## config.mk

```make
export PLATFORM = sky130hd
export DESIGN_NAME = json_string_unescaper
export DESIGN_NICKNAME = d
export VERILOG_FILES = /design/src/hdl/jsu_pkg.sv /design/src/hdl/jsu_ctrl.sv /design/src/hdl/jsu_datapath.sv /design/src/hdl/json_string_unescaper.sv
export SDC_FILE = /design/constraint.sdc
export NUM_CORES = 1
export LEC_CHECK = 0
export BUFFER_PORTS_ARGS = -buffer_cell sky130_fd_sc_hd__clkbuf_2
export CAP_MARGIN = 5
export CORE_MARGIN = 2
export CORE_UTILIZATION = 36
export DETAILED_ROUTE_END_ITERATION = 12
export PLACE_DENSITY_LB_ADDON = 0.2
export SKIP_CTS_REPAIR_TIMING = 1
export SYNTH_ARGS = -nofsm -noshare
export SYNTH_HDL_FRONTEND = slang
export SYNTH_SLANG_ARGS = --single-unit
```

## constraint.sdc

```tcl
create_clock -name clk -period 5.11 [get_ports clk]
set_input_delay 0.2555 -clock clk [delete_from_list [all_inputs] [get_ports clk]]
set_output_delay 0.2555 -clock clk [all_outputs]
set_load 0.01 [all_outputs]
```

## src/hdl/jsu_pkg.sv

```systemverilog
package jsu_pkg;

    // Characters that the scanner recognizes.
    localparam logic [15:0] CH_BSL   = 16'h005C;
    localparam logic [15:0] CH_QUOTE = 16'h0022;
    localparam logic [15:0] CH_SLASH = 16'h002F;
    localparam logic [15:0] CH_U     = 16'h0075;
    localparam logic [15:0] CH_B     = 16'h0062;
    localparam logic [15:0] CH_F     = 16'h0066;
    localparam logic [15:0] CH_N     = 16'h006E;
    localparam logic [15:0] CH_R     = 16'h0072;
    localparam logic [15:0] CH_T     = 16'h0074;

    // Number of hex digits held before the final digit of a \u escape arrives.
    localparam int HELD_DIGITS = 3;

    typedef enum logic [2:0] {
        S_IDLE,
        S_ESC,
        S_UNI,
        S_PEND,
        S_REPLAY,
        S_RESCAN
    } state_t;

    typedef enum logic [2:0] {
        OSEL_IN,
        OSEL_MAP,
        OSEL_BSL,
        OSEL_CODE,
        OSEL_HELD,
        OSEL_CUR
    } out_sel_t;

    typedef struct packed {
        logic     take;
        logic     store_digit;
        logic     cnt_clear;
        logic     rep_clear;
        logic     rep_inc;
        logic     out_load;
        out_sel_t out_sel;
        logic     out_last;
    } cmd_t;

    typedef struct packed {
        logic in_bsl;
        logic in_u;
        logic in_hex;
        logic in_simple;
        logic in_end;
        logic cur_bsl;
        logic cur_end;
        logic cnt_full;
        logic rep_last;
        logic slot_free;
    } status_t;

    // Strict hex digit test: 0-9, a-f, A-F.
    function automatic logic is_hex(input logic [15:0] c);
        return ((c >= 16'h0030) && (c <= 16'h0039)) ||
               ((c >= 16'h0061) && (c <= 16'h0066)) ||
               ((c >= 16'h0041) && (c <= 16'h0046));
    endfunction

    // Value of a hex digit; only meaningful when is_hex holds.
    function automatic logic [3:0] hex_nibble(input logic [15:0] c);
        logic [15:0] v;
        if (c <= 16'h0039) begin
            v = c - 16'h0030;
        end else if (c <= 16'h0046) begin
            v = c - 16'h0037;
        end else begin
            v = c - 16'h0057;
        end
        return v[3:0];
    endfunction

    // True for the characters that form a one-character escape.
    function automatic logic is_simple(input logic [15:0] c);
        logic r;
        case (c) inside
            CH_QUOTE, CH_BSL, CH_SLASH, CH_B, CH_F, CH_N, CH_R, CH_T: r = 1'b1;
            default: r = 1'b0;
        endcase
        return r;
    endfunction

    // Replacement for a one-character escape.
    function automatic logic [15:0] simple_map(input logic [15:0] c);
        logic [15:0] r;
        case (c)
            CH_B:    r = 16'h0008;
            CH_F:    r = 16'h000C;
            CH_N:    r = 16'h000A;
            CH_R:    r = 16'h000D;
            CH_T:    r = 16'h0009;
            default: r = c;
        endcase
        return r;
    endfunction

endpackage

```

## src/hdl/jsu_ctrl.sv

```systemverilog
module jsu_ctrl (
    input  logic             clk,
    input  logic             rst_n,
    input  logic             in_valid,
    output logic             in_ready,
    input  jsu_pkg::status_t st,
    output jsu_pkg::cmd_t    cmd
);
    import jsu_pkg::*;

    state_t state_reg;
    state_t state_next;
    logic   accept;

    // State register.
    always_ff @(posedge clk or negedge rst_n)
    begin
        if (!rst_n)
        begin
            state_reg <= S_IDLE;
        end
        else
        begin
            state_reg <= state_next;
        end
    end

    // Input is taken only in the scanning states, and only when the output register has room.
    assign in_ready = st.slot_free &&
                      ((state_reg == S_IDLE) || (state_reg == S_ESC) || (state_reg == S_UNI));
    assign accept   = in_valid && in_ready;

    // Next state and datapath commands.
    always_comb
    begin
        state_next      = state_reg;
        cmd             = '0;
        cmd.out_sel     = OSEL_IN;
        unique case (state_reg)
            S_IDLE:
            begin
                cmd.take = accept;
                if (accept)
                begin
                    if (st.in_bsl && !st.in_end)
                    begin
                        state_next = S_ESC;
                    end
                    else
                    begin
                        cmd.out_load = 1'b1;
                        cmd.out_sel  = OSEL_IN;
                        cmd.out_last = st.in_end;
                    end
                end
            end
            S_ESC:
            begin
                cmd.take = accept;
                if (accept)
                begin
                    if (st.in_simple)
                    begin
                        cmd.out_load = 1'b1;
                        cmd.out_sel  = OSEL_MAP;
                        cmd.out_last = st.in_end;
                        state_next   = S_IDLE;
                    end
                    else if (st.in_u && !st.in_end)
                    begin
                        cmd.cnt_clear = 1'b1;
                        state_next    = S_UNI;
                    end
                    else
                    begin
                        // Unknown escape: backslash now, the unit itself next.
                        cmd.out_load = 1'b1;
                        cmd.out_sel  = OSEL_BSL;
                        state_next   = S_PEND;
                    end
                end
            end
            S_UNI:
            begin
                cmd.take = accept;
                if (accept)
                begin
                    if (st.in_hex && st.cnt_full)
                    begin
                        cmd.out_load = 1'b1;
                        cmd.out_sel  = OSEL_CODE;
                        cmd.out_last = st.in_end;
                        state_next   = S_IDLE;
                    end
                    else if (st.in_hex && !st.in_end)
                    begin
                        cmd.store_digit = 1'b1;
                    end
                    else
                    begin
                        cmd.rep_clear = 1'b1;
                        state_next    = S_REPLAY;
                    end
                end
            end
            S_PEND:
            begin
                if (st.slot_free)
                begin
                    cmd.out_load = 1'b1;
                    cmd.out_sel  = OSEL_CUR;
                    cmd.out_last = st.cur_end;
                    state_next   = S_IDLE;
                end
            end
            S_REPLAY:
            begin
                if (st.slot_free)
                begin
                    cmd.out_load = 1'b1;
                    cmd.out_sel  = OSEL_HELD;
                    cmd.rep_inc  = 1'b1;
                    if (st.rep_last)
                    begin
                        state_next = S_RESCAN;
                    end
                end
            end
            S_RESCAN:
            begin
                // The unit that broke the \u escape is scanned as ordinary input.
                if (st.cur_bsl && !st.cur_end)
                begin
                    state_next = S_ESC;
                end
                else if (st.slot_free)
                begin
                    cmd.out_load = 1'b1;
                    cmd.out_sel  = OSEL_CUR;
                    cmd.out_last = st.cur_end;
                    state_next   = S_IDLE;
                end
            end
            default:
            begin
                state_next = S_IDLE;
            end
        endcase
    end

endmodule

```

## src/hdl/jsu_datapath.sv

```systemverilog
module jsu_datapath (
    input  logic             clk,
    input  logic             rst_n,
    input  logic [15:0]      code_unit,
    input  logic             end_of_text,
    input  jsu_pkg::cmd_t    cmd,
    output jsu_pkg::status_t st,
    output logic             out_valid,
    input  logic             out_ready,
    output logic [15:0]      out_unit,
    output logic             out_last
);
    import jsu_pkg::*;

    localparam int CNT_W = $clog2(HELD_DIGITS + 1);
    localparam int REP_W = $clog2(HELD_DIGITS + 2);
    localparam int IDX_W = $clog2(HELD_DIGITS);

    logic [15:0]      cur_unit_reg;
    logic             cur_end_reg;
    logic [15:0]      digit_reg [HELD_DIGITS];
    logic [CNT_W-1:0] cnt_reg;
    logic [REP_W-1:0] rep_reg;
    logic             out_valid_reg;
    logic [15:0]      out_unit_reg;
    logic             out_last_reg;
    logic [15:0]      out_unit_next;
    logic [15:0]      held_unit;
    logic [REP_W-1:0] rep_off;
    logic [15:0]      code_word;

    // Latched input item and held hex digits.
    always_ff @(posedge clk)
    begin
        if (cmd.take)
        begin
            cur_unit_reg <= code_unit;
            cur_end_reg  <= end_of_text;
        end
        if (cmd.store_digit)
        begin
            digit_reg[cnt_reg[IDX_W-1:0]] <= code_unit;
        end
    end

    // Digit count and replay position.
    always_ff @(posedge clk or negedge rst_n)
    begin
        if (!rst_n)
        begin
            cnt_reg <= '0;
            rep_reg <= '0;
        end
        else
        begin
            if (cmd.cnt_clear)
            begin
                cnt_reg <= '0;
            end
            else if (cmd.store_digit)
            begin
                cnt_reg <= cnt_reg + CNT_W'(1);
            end
            if (cmd.rep_clear)
            begin
                rep_reg <= '0;
            end
            else if (cmd.rep_inc)
            begin
                rep_reg <= rep_reg + REP_W'(1);
            end
        end
    end

    // Held unit at the replay position: backslash, u, then the digits.
    assign rep_off = rep_reg - REP_W'(2);
    always_comb
    begin
        if (rep_reg == REP_W'(0))
        begin
            held_unit = CH_BSL;
        end
        else if (rep_reg == REP_W'(1))
        begin
            held_unit = CH_U;
        end
        else
        begin
            held_unit = digit_reg[rep_off[IDX_W-1:0]];
        end
    end

    // Code unit named by a complete \u escape.
    always_comb
    begin
        code_word = '0;
        for (int k = 0; k < HELD_DIGITS; k++)
        begin
            code_word = {code_word[11:0], hex_nibble(digit_reg[k])};
        end
        code_word = {code_word[11:0], hex_nibble(code_unit)};
    end

    // Output value selection.
    always_comb
    begin
        case (cmd.out_sel)
            OSEL_IN:   out_unit_next = code_unit;
            OSEL_MAP:  out_unit_next = simple_map(code_unit);
            OSEL_BSL:  out_unit_next = CH_BSL;
            OSEL_CODE: out_unit_next = code_word;
            OSEL_HELD: out_unit_next = held_unit;
            OSEL_CUR:  out_unit_next = cur_unit_reg;
            default:   out_unit_next = code_unit;
        endcase
    end

    // Output register.
    always_ff @(posedge clk or negedge rst_n)
    begin
        if (!rst_n)
        begin
            out_valid_reg <= 1'b0;
        end
        else if (cmd.out_load)
        begin
            out_valid_reg <= 1'b1;
        end
        else if (out_ready)
        begin
            out_valid_reg <= 1'b0;
        end
    end

    always_ff @(posedge clk)
    begin
        if (cmd.out_load)
        begin
            out_unit_reg <= out_unit_next;
            out_last_reg <= cmd.out_last;
        end
    end

    assign out_valid = out_valid_reg;
    assign out_unit  = out_unit_reg;
    assign out_last  = out_last_reg;

    // Status toward the controller.
    assign st.in_bsl    = (code_unit == CH_BSL);
    assign st.in_u      = (code_unit == CH_U);
    assign st.in_hex    = is_hex(code_unit);
    assign st.in_simple = is_simple(code_unit);
    assign st.in_end    = end_of_text;
    assign st.cur_bsl   = (cur_unit_reg == CH_BSL);
    assign st.cur_end   = cur_end_reg;
    assign st.cnt_full  = (cnt_reg == CNT_W'(HELD_DIGITS));
    assign st.rep_last  = (rep_reg == REP_W'(cnt_reg) + REP_W'(1));
    assign st.slot_free = !out_valid_reg || out_ready;

endmodule

```

## src/hdl/json_string_unescaper.sv

```systemverilog
// JSON string unescaper: takes one 16-bit code unit per item and returns the
// unescaped text, with out_last on the final unit of each text. Ordinary units,
// one-character escapes and complete \u escapes give one result each through
// the single output register that the scanner loads at most once a cycle. An
// unknown escape gives its backslash first and then the unit itself. A failed
// \u escape replays its held units (two to five) from the digit registers, and
// then rescans the unit that broke it; no input is taken meanwhile.
module json_string_unescaper (
    input  logic        clk,
    input  logic        rst_n,
    input  logic        in_valid,
    output logic        in_ready,
    input  logic [15:0] code_unit,
    input  logic        end_of_text,
    output logic        out_valid,
    input  logic        out_ready,
    output logic [15:0] out_unit,
    output logic        out_last
);
    import jsu_pkg::*;

    cmd_t    cmd;
    status_t st;

    // Scanner state machine.
    jsu_ctrl u_ctrl (
        .clk      (clk),
        .rst_n    (rst_n),
        .in_valid (in_valid),
        .in_ready (in_ready),
        .st       (st),
        .cmd      (cmd)
    );

    // Held digits, replay, decode and output register.
    jsu_datapath u_dp (
        .clk         (clk),
        .rst_n       (rst_n),
        .code_unit   (code_unit),
        .end_of_text (end_of_text),
        .cmd         (cmd),
        .st          (st),
        .out_valid   (out_valid),
        .out_ready   (out_ready),
        .out_unit    (out_unit),
        .out_last    (out_last)
    );

endmodule

```

# Word-level counts from Yosys, hierarchy flattened
# Memory sizes are Yosys's and may differ from the RTL's.
# Index checks and enable logic that the tools add are counted.
# classes
n_addsub	16
n_eq_ne	30
n_reduce_logical	26
mux	61
n_lt_le_gt_ge	12
# ops
operator	n
$pmux 16 s5	2
$eq 16x7->1 const B	8
$le 16x7->1 const B	5
$le 16x6->1 const B	4
$mux 4	10
$mux 5	8
$mux 3	12
$eq 16x6->1 const B	2
$ge 16x7->1 const B	2
$mux 16	2
$sub 4x3->4 const B	8
$pmux 4 s6	1
$mux 1	21
$pmux 3 s6	1
$ge 16x6->1 const B	1
$sub 4x1->4 const B	4
$eq 3x2->1 const B	4
$eq 3x3->1 const B	4
$logic_and 1x1->1	10
$eq 3x1->1 const B	3
$ne 2x1->1 const B	4
$reduce_or 8->1	1
$reduce_and 7->1	1
$logic_not 3->1	2
other kinds (14)	25
# totals
ff_bits	43
word_cells	154
in_bits	21
ramBits	48
memories	1
output_inout_bits	19
# memory_table
memory	depth	word_bits	rd	rd_clocked_by_memory_dff	wr	line	rtl
u_dp.digit_reg	3	16	4	0	1	jsu_datapath.sv:21	logic [15:0] digit_reg [HELD_DIGITS];

# Logic depth before layout (Yosys ltp)
# Gate-level depths: netlist of the first run.
# logic_depth
ltp_word	11
depth_mapped	10
mapped_depth_nobuf	8

# Modules after synthesis
# Synthesis of the first run repeated with hierarchy kept, for this count alone.
# hier_totals
cells_unflattened	466
hier_area_um2	5809.3
# modules_own_cells
module	n_inst	cells_each	area_per_inst_um2
jsu_datapath	1	391	5297.6
jsu_ctrl	1	75	511.7

# Worst setup path after synthesis of the first run
# Ideal clock, no wire load.
# synth_path
kind	flip-flop to flip-flop
start	reg u_dp.out_valid_reg, in the netlist u_dp.out_valid
end	reg u_dp.out_last_reg, in the netlist u_dp.out_last (enable)
setup_slack_ns	1.512
n_path_buf	1
required_ns	4.736
setup_time_ns	0.374
arrival_ns	3.225
path_stages_with_launch	7
path_cell_list	dfrtp_1 nand2b_1 clkbuf_1 nand2_1 nor3b_1 o21ai_0 nand2_1
# synth_lines
element	line	rtl
start: declaration	jsu_datapath.sv:24	logic out_valid_reg;
start signal: assignment	jsu_datapath.sv:123	out_valid_reg <= 1'b0;
start signal: assignment	jsu_datapath.sv:127	out_valid_reg <= 1'b1;
start signal: assignment	jsu_datapath.sv:131	out_valid_reg <= 1'b0;
end signal: assignment	jsu_datapath.sv:140	out_last_reg <= cmd.out_last;
end: declaration	jsu_datapath.sv:26	logic out_last_reg;

# Final worst setup path of the first run
# layout_path
start	in code_unit[0]
end	mem u_dp.digit_reg[0][6] (enable)
# layout_via
elab_chain_cells	11
elab_cells_between_ends	19
# layout_rtl
element	line	rtl
start: declaration	json_string_unescaper.sv:13	input logic [15:0] code_unit,
$ge 16x6->1, or another cell as far along	jsu_pkg.sv:61	return ((c >= 16'h0030) && (c <= 16'h0039)) ||
$logic_and 1x1->1, on equally long branches	jsu_pkg.sv:61, jsu_pkg.sv:62	
$logic_or 1x1->1	jsu_pkg.sv:61	
$logic_or 1x1->1 *	jsu_pkg.sv:62	((c >= 16'h0061) && (c <= 16'h0066)) ||
$logic_and 1x1->1	jsu_ctrl.sv:95	else if (st.in_hex && !st.in_end)
$mux 1	jsu_ctrl.sv:95	
$mux 1 *	jsu_ctrl.sv:88	if (st.in_hex && st.cnt_full)
$mux 1 *	jsu_ctrl.sv:86	if (accept)
$mux 1 *	jsu_ctrl.sv:39	unique case (state_reg)
$mux 1 *	jsu_datapath.sv:40	if (cmd.store_digit)
$mux 1 (implied by the code) *	jsu_datapath.sv:42	digit_reg[cnt_reg[IDX_W-1:0]] <= code_unit;
end: declaration	jsu_datapath.sv:21	
# Mark *: on every way between the ends. The rest lies on a longest branch, timed or not.

==> results of run 1 <==
cell type report:
cell class / count / area [um2]
fillers: 1418 / 8850
well taps: 188 / 235
inverters: 22 / 82.6
multi-input cells: 301 / 2360
flip-flops and latches: 107 / 3170
clock buffers: 9 / 225
repair buffers: 44 / 235
clock inverters: 7 / 50.0
layer usage:
layer  wire length, um  share of wire  up-vias  GRT usage
met1              7020           0.46     1990      0.267
met4               191          0.013        0     0.0531
li1                  -              -     1794          -
met2              7240           0.47      126      0.308
met5                 0              0        -          0
met3               823          0.054       15     0.0403
how the worst max path moves through the flow:
| stage | startpoint | end | slack (ns) | depth (start not counted) |
|---|---|---|---|---|
| floorplan | u_dp.out_valid | u_dp.out_last | 1.51 | 6 |
| CTS | code_unit[0] | u_dp.digit_reg[0][12] | 2.05 | 9 |
| global route | code_unit[0] | u_dp.digit_reg[2][14] | 1.89 | 9 |
| finish | code_unit[0] | u_dp.digit_reg[0][6] | 2.07 | 9 |
| detailed placement | code_unit[0] | u_dp.digit_reg[2][5] | 1.66 | 9 |
| global placement | code_unit[0] | u_dp.digit_reg[0][7] | 1.77 | 9 |
synthesized netlist by cell type, types with 5 or more instances:
library cell               number
sky130_fd_sc_hd__ha_1          20
sky130_fd_sc_hd__xnor2_1       12
sky130_fd_sc_hd__nand2b_1       7
sky130_fd_sc_hd__a21oi_1       15
sky130_fd_sc_hd__nand2_1       15
sky130_fd_sc_hd__and3_1        10
sky130_fd_sc_hd__and2_1         6
sky130_fd_sc_hd__a22o_1         6
sky130_fd_sc_hd__edfxtp_1      98
sky130_fd_sc_hd__nor2b_1        5
sky130_fd_sc_hd__mux2i_1        5
sky130_fd_sc_hd__clkbuf_1      13
sky130_fd_sc_hd__inv_1         22
sky130_fd_sc_hd__nand4_1        6
sky130_fd_sc_hd__a22oi_1        5
sky130_fd_sc_hd__xor2_1         5
sky130_fd_sc_hd__mux4_2        16
sky130_fd_sc_hd__a31oi_1        8
sky130_fd_sc_hd__nor3_1         9
sky130_fd_sc_hd__nor4_1        11
sky130_fd_sc_hd__dfrtp_1        9
sky130_fd_sc_hd__nor2_1        26
sky130_fd_sc_hd__o21ai_0       15
sky130_fd_sc_hd__nand3_1       10
power groups by stage:
stage,Sequential (uW),Clock (uW),Combinational (uW)
after floorplan,1250,0,579
after global placement,1260,0,873
after detailed placement,1260,0,873
after CTS,1240,682,878
after global routing,1260,711,945
final,1240,661,872
worst register-to-register path, delay by kind of cell (launching register included):
| family | cells | cell delay [ns] |
|---|---|---|
| simple gates | 6 | 2.01 |
| flops | 1 | 0.56 |
through the flow:
stage	utilization	hold WS (ns)	power, uW
after floorplan	-	-0.0401	1830
after global placement	0.399	0.136	2130
after detailed placement	0.399	0.137	2130
after CTS	0.417	-0.252	2800
after global routing	0.418	0.183	2910
final	0.418	0.190	2770
kinds of logic after synthesis:
family | Yosys count | share of synthesized area
other cells | 1 | 0.000668
flops | 107 | 0.564
compound gates | 92 | 0.119
simple gates | 132 | 0.138
fa+ha+maj | 20 | 0.0446
xor+xnor | 17 | 0.0265
buf+inv | 38 | 0.0270
mux | 24 | 0.0798
==> flow_summary.json, run 1 <==
{
  "run_status": "finished, final reports clean",
  "register_to_register_path_depth": 6,
  "switchingPower_uw": 932,
  "power_frac_comb": 0.314,
  "relSlewSlack": 0.353,
  "placed_cell_area_um2": 6070,
  "io_buffers": 39,
  "worst_ep_required_time_ns": 5.09,
  "routabilityCongestion": 0.874,
  "critical_path_buf_inv_count": 2,
  "final_layout_size_suffix_gt1_frac": 0.188,
  "clock_tree_from_tritoncts": "yes",
  "grt_overflow_total": 0,
  "crit_type": "in2reg",
  "switching_share": 0.336,
  "hold_class": "in2reg",
  "holdPathStages": 1,
  "setup.worst_path.start_class": "primary input",
  "initial_core_util": 0.369,
  "largest_register_ffs": 64,
  "grt_start_max_net_pins": 21,
  "fin_crit_period_ns": 3.04,
  "critical-path-top-delay-family": "simple AND/OR/NAND/NOR gates",
  "drt-total-wl_mm": 15.3,
  "drv_cap": 0,
  "yosys_warnings": 0,
  "final_design_area_no_fill_um2": 6350,
  "post_route_clock_period_utilization": 0.595,
  "share_seq_of_total_power": 0.447,
  "max_freq_ghz": 0.329,
  "syn_area_per_cell_um2": 13.0,
  "drt_drc_violations_left": 0,
  "die_area_um2": 16600,
  "io_pins": 40,
  "critical_path.max_fanout": 16,
  "finalClockSkew_ns": 0.00836,
  "ys_seq_area_frac": 0.564,
  "detailedRoute.firstIterationViolations": 371,
  "dp_worst_setup_slack_ns": 1.66,
  "leakagePower_uw": 0.00229,
  "finalWorstSetupSlack_ns": 2.07,
  "die_y_um": 129,
  "grt_pass1_vias": 3828,
  "route.detailed.wl_per_inst_um": 22.5,
  "cts_root_buf": "sky130_fd_sc_hd__clkbuf_16",
  "max_stage_delay_ns": 0.83,
  "setup_tns_ns": 0,
  "hold_end": "u_dp.digit_reg[3][13]",
  "leading_cell_type_in_the_layout_fill_and_taps_excluded": "sky130_fd_sc_hd__edfxtp_1",
  "clock_sinks": 107,
  "drt_first_pass_iters": 5,
  "clock_path_buffers": 2,
  "post_drt_antenna_nets": 0,
  "slew_viol_final": 0,
  "share_clk_of_total_power": 0.238,
  "wire_length_of_the_first_global_routing_pass_mm": 23.3,
  "most-common-layout-cells": "sky130_fd_sc_hd__edfxtp_1, sky130_fd_sc_hd__clkbuf_2, sky130_fd_sc_hd__nor2_1",
  "postSynth.topFlopCell": "sky130_fd_sc_hd__edfxtp_1",
  "setup-violations-final": 0,
  "cts_made_buffers": 9,
  "grt_overall_usage": 0.192,
  "cp_cell_sequence": "clkbuf_2 > inv_1 > ha_1 > nor3b_1 > or2_2 > o32ai_1 > nand2_1 > nor4_1 > and2_1",
  "post-synth-top-area-cell": "sky130_fd_sc_hd__edfxtp_1",
  "finalNetCount": 526,
  "postSynth.asyncResetShare": 0.0841,
  "actual_transition_at_the_worst_max_transition_pin_ns": 0.971,
  "cts.htree.levels": 3,
  "synth-seq-cells": 107,
  "core_um2": 15200,
  "pwrdens_nw_per_um2": 436,
  "dp_hpwl_mm": 11.0,
  "synthDominantCellAreaShare": 0.524,
  "cellInternalPower_uw": 1840,
  "clock_insertion_delay_worst_skew_ns": 0.36,
  "synthDistinctLibCells": 70,
  "setup_repair_after_global_routing_missed_its_margin": "false",
  "worst-endpoint-arrival_ns": 3.02,
  "num_rows": 45,
  "post_synth_main_area_contributors": "sky130_fd_sc_hd__edfxtp_1, sky130_fd_sc_hd__mux4_2, sky130_fd_sc_hd__ha_1, sky130_fd_sc_hd__dfrtp_1, sky130_fd_sc_hd__xnor2_1",
  "timing.rr.end": "u_dp.out_unit[9]",
  "placed_cells": 661,
  "timing.rr.start": "u_ctrl.state_reg[1]",
  "synth_edf_count": 98,
  "end_kind": "register",
  "ir_worst_vdd_mv": 0.230,
  "areaGrowthSynthToFinish_pct": 13.1,
  "min-delay-start": "code_unit[13]",
  "via_per_inst": 5.79,
  "critical-path-slowest-cell": "sky130_fd_sc_hd__and2_1",
  "synth_cells": 431,
  "initial_antenna_violation_count": 0,
  "floorplan.die.width_um": 129,
  "r2r_setup_slack_ns": 2.16,
  "report.final.hold_viol_count": 0,
  "cts.clk_slew.worst_paths_ns": 0.07,
  "antennaDiodeCount": 0,
  "layoutNonFillerInstCount": 678,
  "dr_total_vias": 3925,
  "synthesis.area_um2": 5620
}
Note: power is estimated with default switching activity, not from simulation.
==> run 2, diff against run 1 <==
Clock period 5.11 ns to 2.85 ns, I/O delays scaled along.
==> flow_summary.json, run 2 (synthesis gave the netlist of run 1 again) <==
{
  "max_freq_ghz": 0.397,
  "ir_worst_vdd_mv": 0.305,
  "critical_path.max_fanout": 11,
  "slew_viol_final": 0,
  "post_drt_antenna_nets": 0,
  "finalClockSkew_ns": 0.0146,
  "setup_repair_after_global_routing_missed_its_margin": "false",
  "grt_pass1_vias": 3874,
  "clock_tree_from_tritoncts": "yes",
  "io_buffers": 39,
  "dr_total_vias": 4092,
  "initial_core_util": 0.369,
  "run_status": "finished, final reports clean",
  "clock_insertion_delay_worst_skew_ns": 0.36,
  "grt_overall_usage": 0.199,
  "pwrdens_nw_per_um2": 789,
  "grt_overflow_total": 0,
  "antennaDiodeCount": 0,
  "relSlewSlack": 0.480,
  "hold_class": "in2reg",
  "worst-endpoint-arrival_ns": 2.73,
  "dp_hpwl_mm": 11.8,
  "io_pins": 40,
  "clock_path_buffers": 2,
  "floorplan.die.width_um": 129,
  "holdPathStages": 1,
  "setup.worst_path.start_class": "register",
  "setup-violations-final": 0,
  "timing.rr.start": "u_ctrl.state_reg[1]",
  "switching_share": 0.324,
  "die_y_um": 129,
  "critical_path.startpoint": "u_ctrl.state_reg[1]",
  "leading_cell_type_in_the_layout_fill_and_taps_excluded": "sky130_fd_sc_hd__edfxtp_1",
  "setup_tns_ns": 0,
  "wire_length_of_the_first_global_routing_pass_mm": 24.1,
  "register_to_register_path_depth": 7,
  "timing.hold.ws_ns": 0.0671,
  "num-fill-cells": 1402,
  "drv_cap": 0,
  "areaGrowthSynthToFinish_pct": 20.3,
  "initial_antenna_violation_count": 0,
  "post_route_clock_period_utilization": 0.885,
  "finalNetCount": 563,
  "cts.htree.levels": 3,
  "fin_crit_period_ns": 2.52,
  "core_um2": 15200,
  "power_frac_comb": 0.322,
  "layoutNonFillerInstCount": 715,
  "finalWorstSetupSlack_ns": 0.328,
  "share_seq_of_total_power": 0.412,
  "cellInternalPower_uw": 3610,
  "num_rows": 45,
  "cts.clk_slew.worst_paths_ns": 0.08,
  "worst_ep_required_time_ns": 3.06,
  "die_area_um2": 16600,
  "largest_register_ffs": 64,
  "routabilityCongestion": 0.889,
  "cts_root_buf": "sky130_fd_sc_hd__clkbuf_16",
  "switchingPower_uw": 1730,
  "detailedRoute.firstIterationViolations": 379,
  "clock_sinks": 107,
  "share_clk_of_total_power": 0.266,
  "actual_transition_at_the_worst_max_transition_pin_ns": 0.777,
  "drt-total-wl_mm": 15.8,
  "placed_cells": 698,
  "route.detailed.wl_per_inst_um": 22.0,
  "most-common-layout-cells": "sky130_fd_sc_hd__edfxtp_1, sky130_fd_sc_hd__clkbuf_2, sky130_fd_sc_hd__buf_4",
  "cts_made_buffers": 9,
  "grt_start_max_net_pins": 21,
  "end_kind": "register",
  "drt_first_pass_iters": 5,
  "drt_drc_violations_left": 0,
  "final_layout_size_suffix_gt1_frac": 0.249,
  "dp_worst_setup_slack_ns": 0.137,
  "crit_type": "reg2reg",
  "min-delay-start": "code_unit[6]",
  "report.final.hold_viol_count": 0,
  "via_per_inst": 5.72,
  "leakagePower_uw": 0.00252
}
==> run 2: cell count changes in the layout (fill, tap and decap cells not counted) <==
cell | before | now
sky130_fd_sc_hd__buf_4 | 4 | 37
sky130_fd_sc_hd__buf_12 | 0 | 4
sky130_fd_sc_hd__bufinv_16 | 0 | 2
sky130_fd_sc_hd__clkinv_1 | 2 | 0
sky130_fd_sc_hd__clkinv_8 | 0 | 2
sky130_fd_sc_hd__inv_6 | 2 | 0
sky130_fd_sc_hd__clkinv_4 | 2 | 1
sky130_fd_sc_hd__inv_8 | 0 | 1
sky130_fd_sc_hd__nor3b_2 | 1 | 0
sky130_fd_sc_hd__nor3b_4 | 0 | 1
==> run 2: final timing paths <==
path | to | slack (ns)
setup / recovery | u_dp.out_unit[1] | 0.33
hold / removal | u_dp.digit_reg[0][6] | 0.07
setup reg to reg | u_dp.out_unit[1] | 0.33
hold reg to reg | u_dp.cnt_reg[1] | 0.64
max in group asynchronous | u_ctrl.state_reg[0] | 2.44
min in group asynchronous | u_dp.rep_reg[0] | 0.19
==> run 2: final cells by class <==
| type | instances | area, um2 | area share |
|---|---|---|---|
| clock inverter | 7 | 120 | 0.0178 |
| timing repair buffer | 81 | 563 | 0.0833 |
| clock buffer | 9 | 225 | 0.0333 |
| inverter | 22 | 82.6 | 0.0122 |
| sequential | 107 | 3170 | 0.469 |
| tap | 188 | 235 | 0.0348 |
| multi-input combinational | 301 | 2360 | 0.350 |
==> run 2: through the flow <==
step	cell area [um2]	power [uW]	utilization
floorplan	5680	3290	-
finish	6760	5330	0.445
CTS	6750	5370	0.444
detailed placement	6400	3950	0.421
global route	6760	5590	0.445
global placement	6400	3940	0.421
==> run 2: power by group through the flow <==
| stage | clock (uW) | sequential, uW | combinational [uW] |
|---|---|---|---|
| after global routing | 1500 | 2230 | 1860 |
| after global placement | 0 | 2230 | 1710 |
| final | 1420 | 2200 | 1720 |
| after CTS | 1440 | 2200 | 1720 |
| after detailed placement | 0 | 2230 | 1720 |
| after floorplan | 0 | 2240 | 1050 |
==> run 2: layer usage <==
metal	share of wire	track usage	wire length [um]	vias to the layer above
li1	-	-	-	1876
met4	0.016	0.0678	246	0
met3	0.055	0.0274	872	15
met5	0	0	0	-
met2	0.45	0.299	7080	140
met1	0.48	0.298	7570	2061
==> run 2: worst max-delay path, stage by stage, from the launching register on <==
cell,delay [ns]
sky130_fd_sc_hd__dfrtp_1,0.38
sky130_fd_sc_hd__buf_4,0.18
sky130_fd_sc_hd__nor2_1,0.28
sky130_fd_sc_hd__nand3_1,0.37
sky130_fd_sc_hd__nor2_1,0.73
sky130_fd_sc_hd__a22o_1,0.27
sky130_fd_sc_hd__a31oi_1,0.05
sky130_fd_sc_hd__nand3_1,0.11
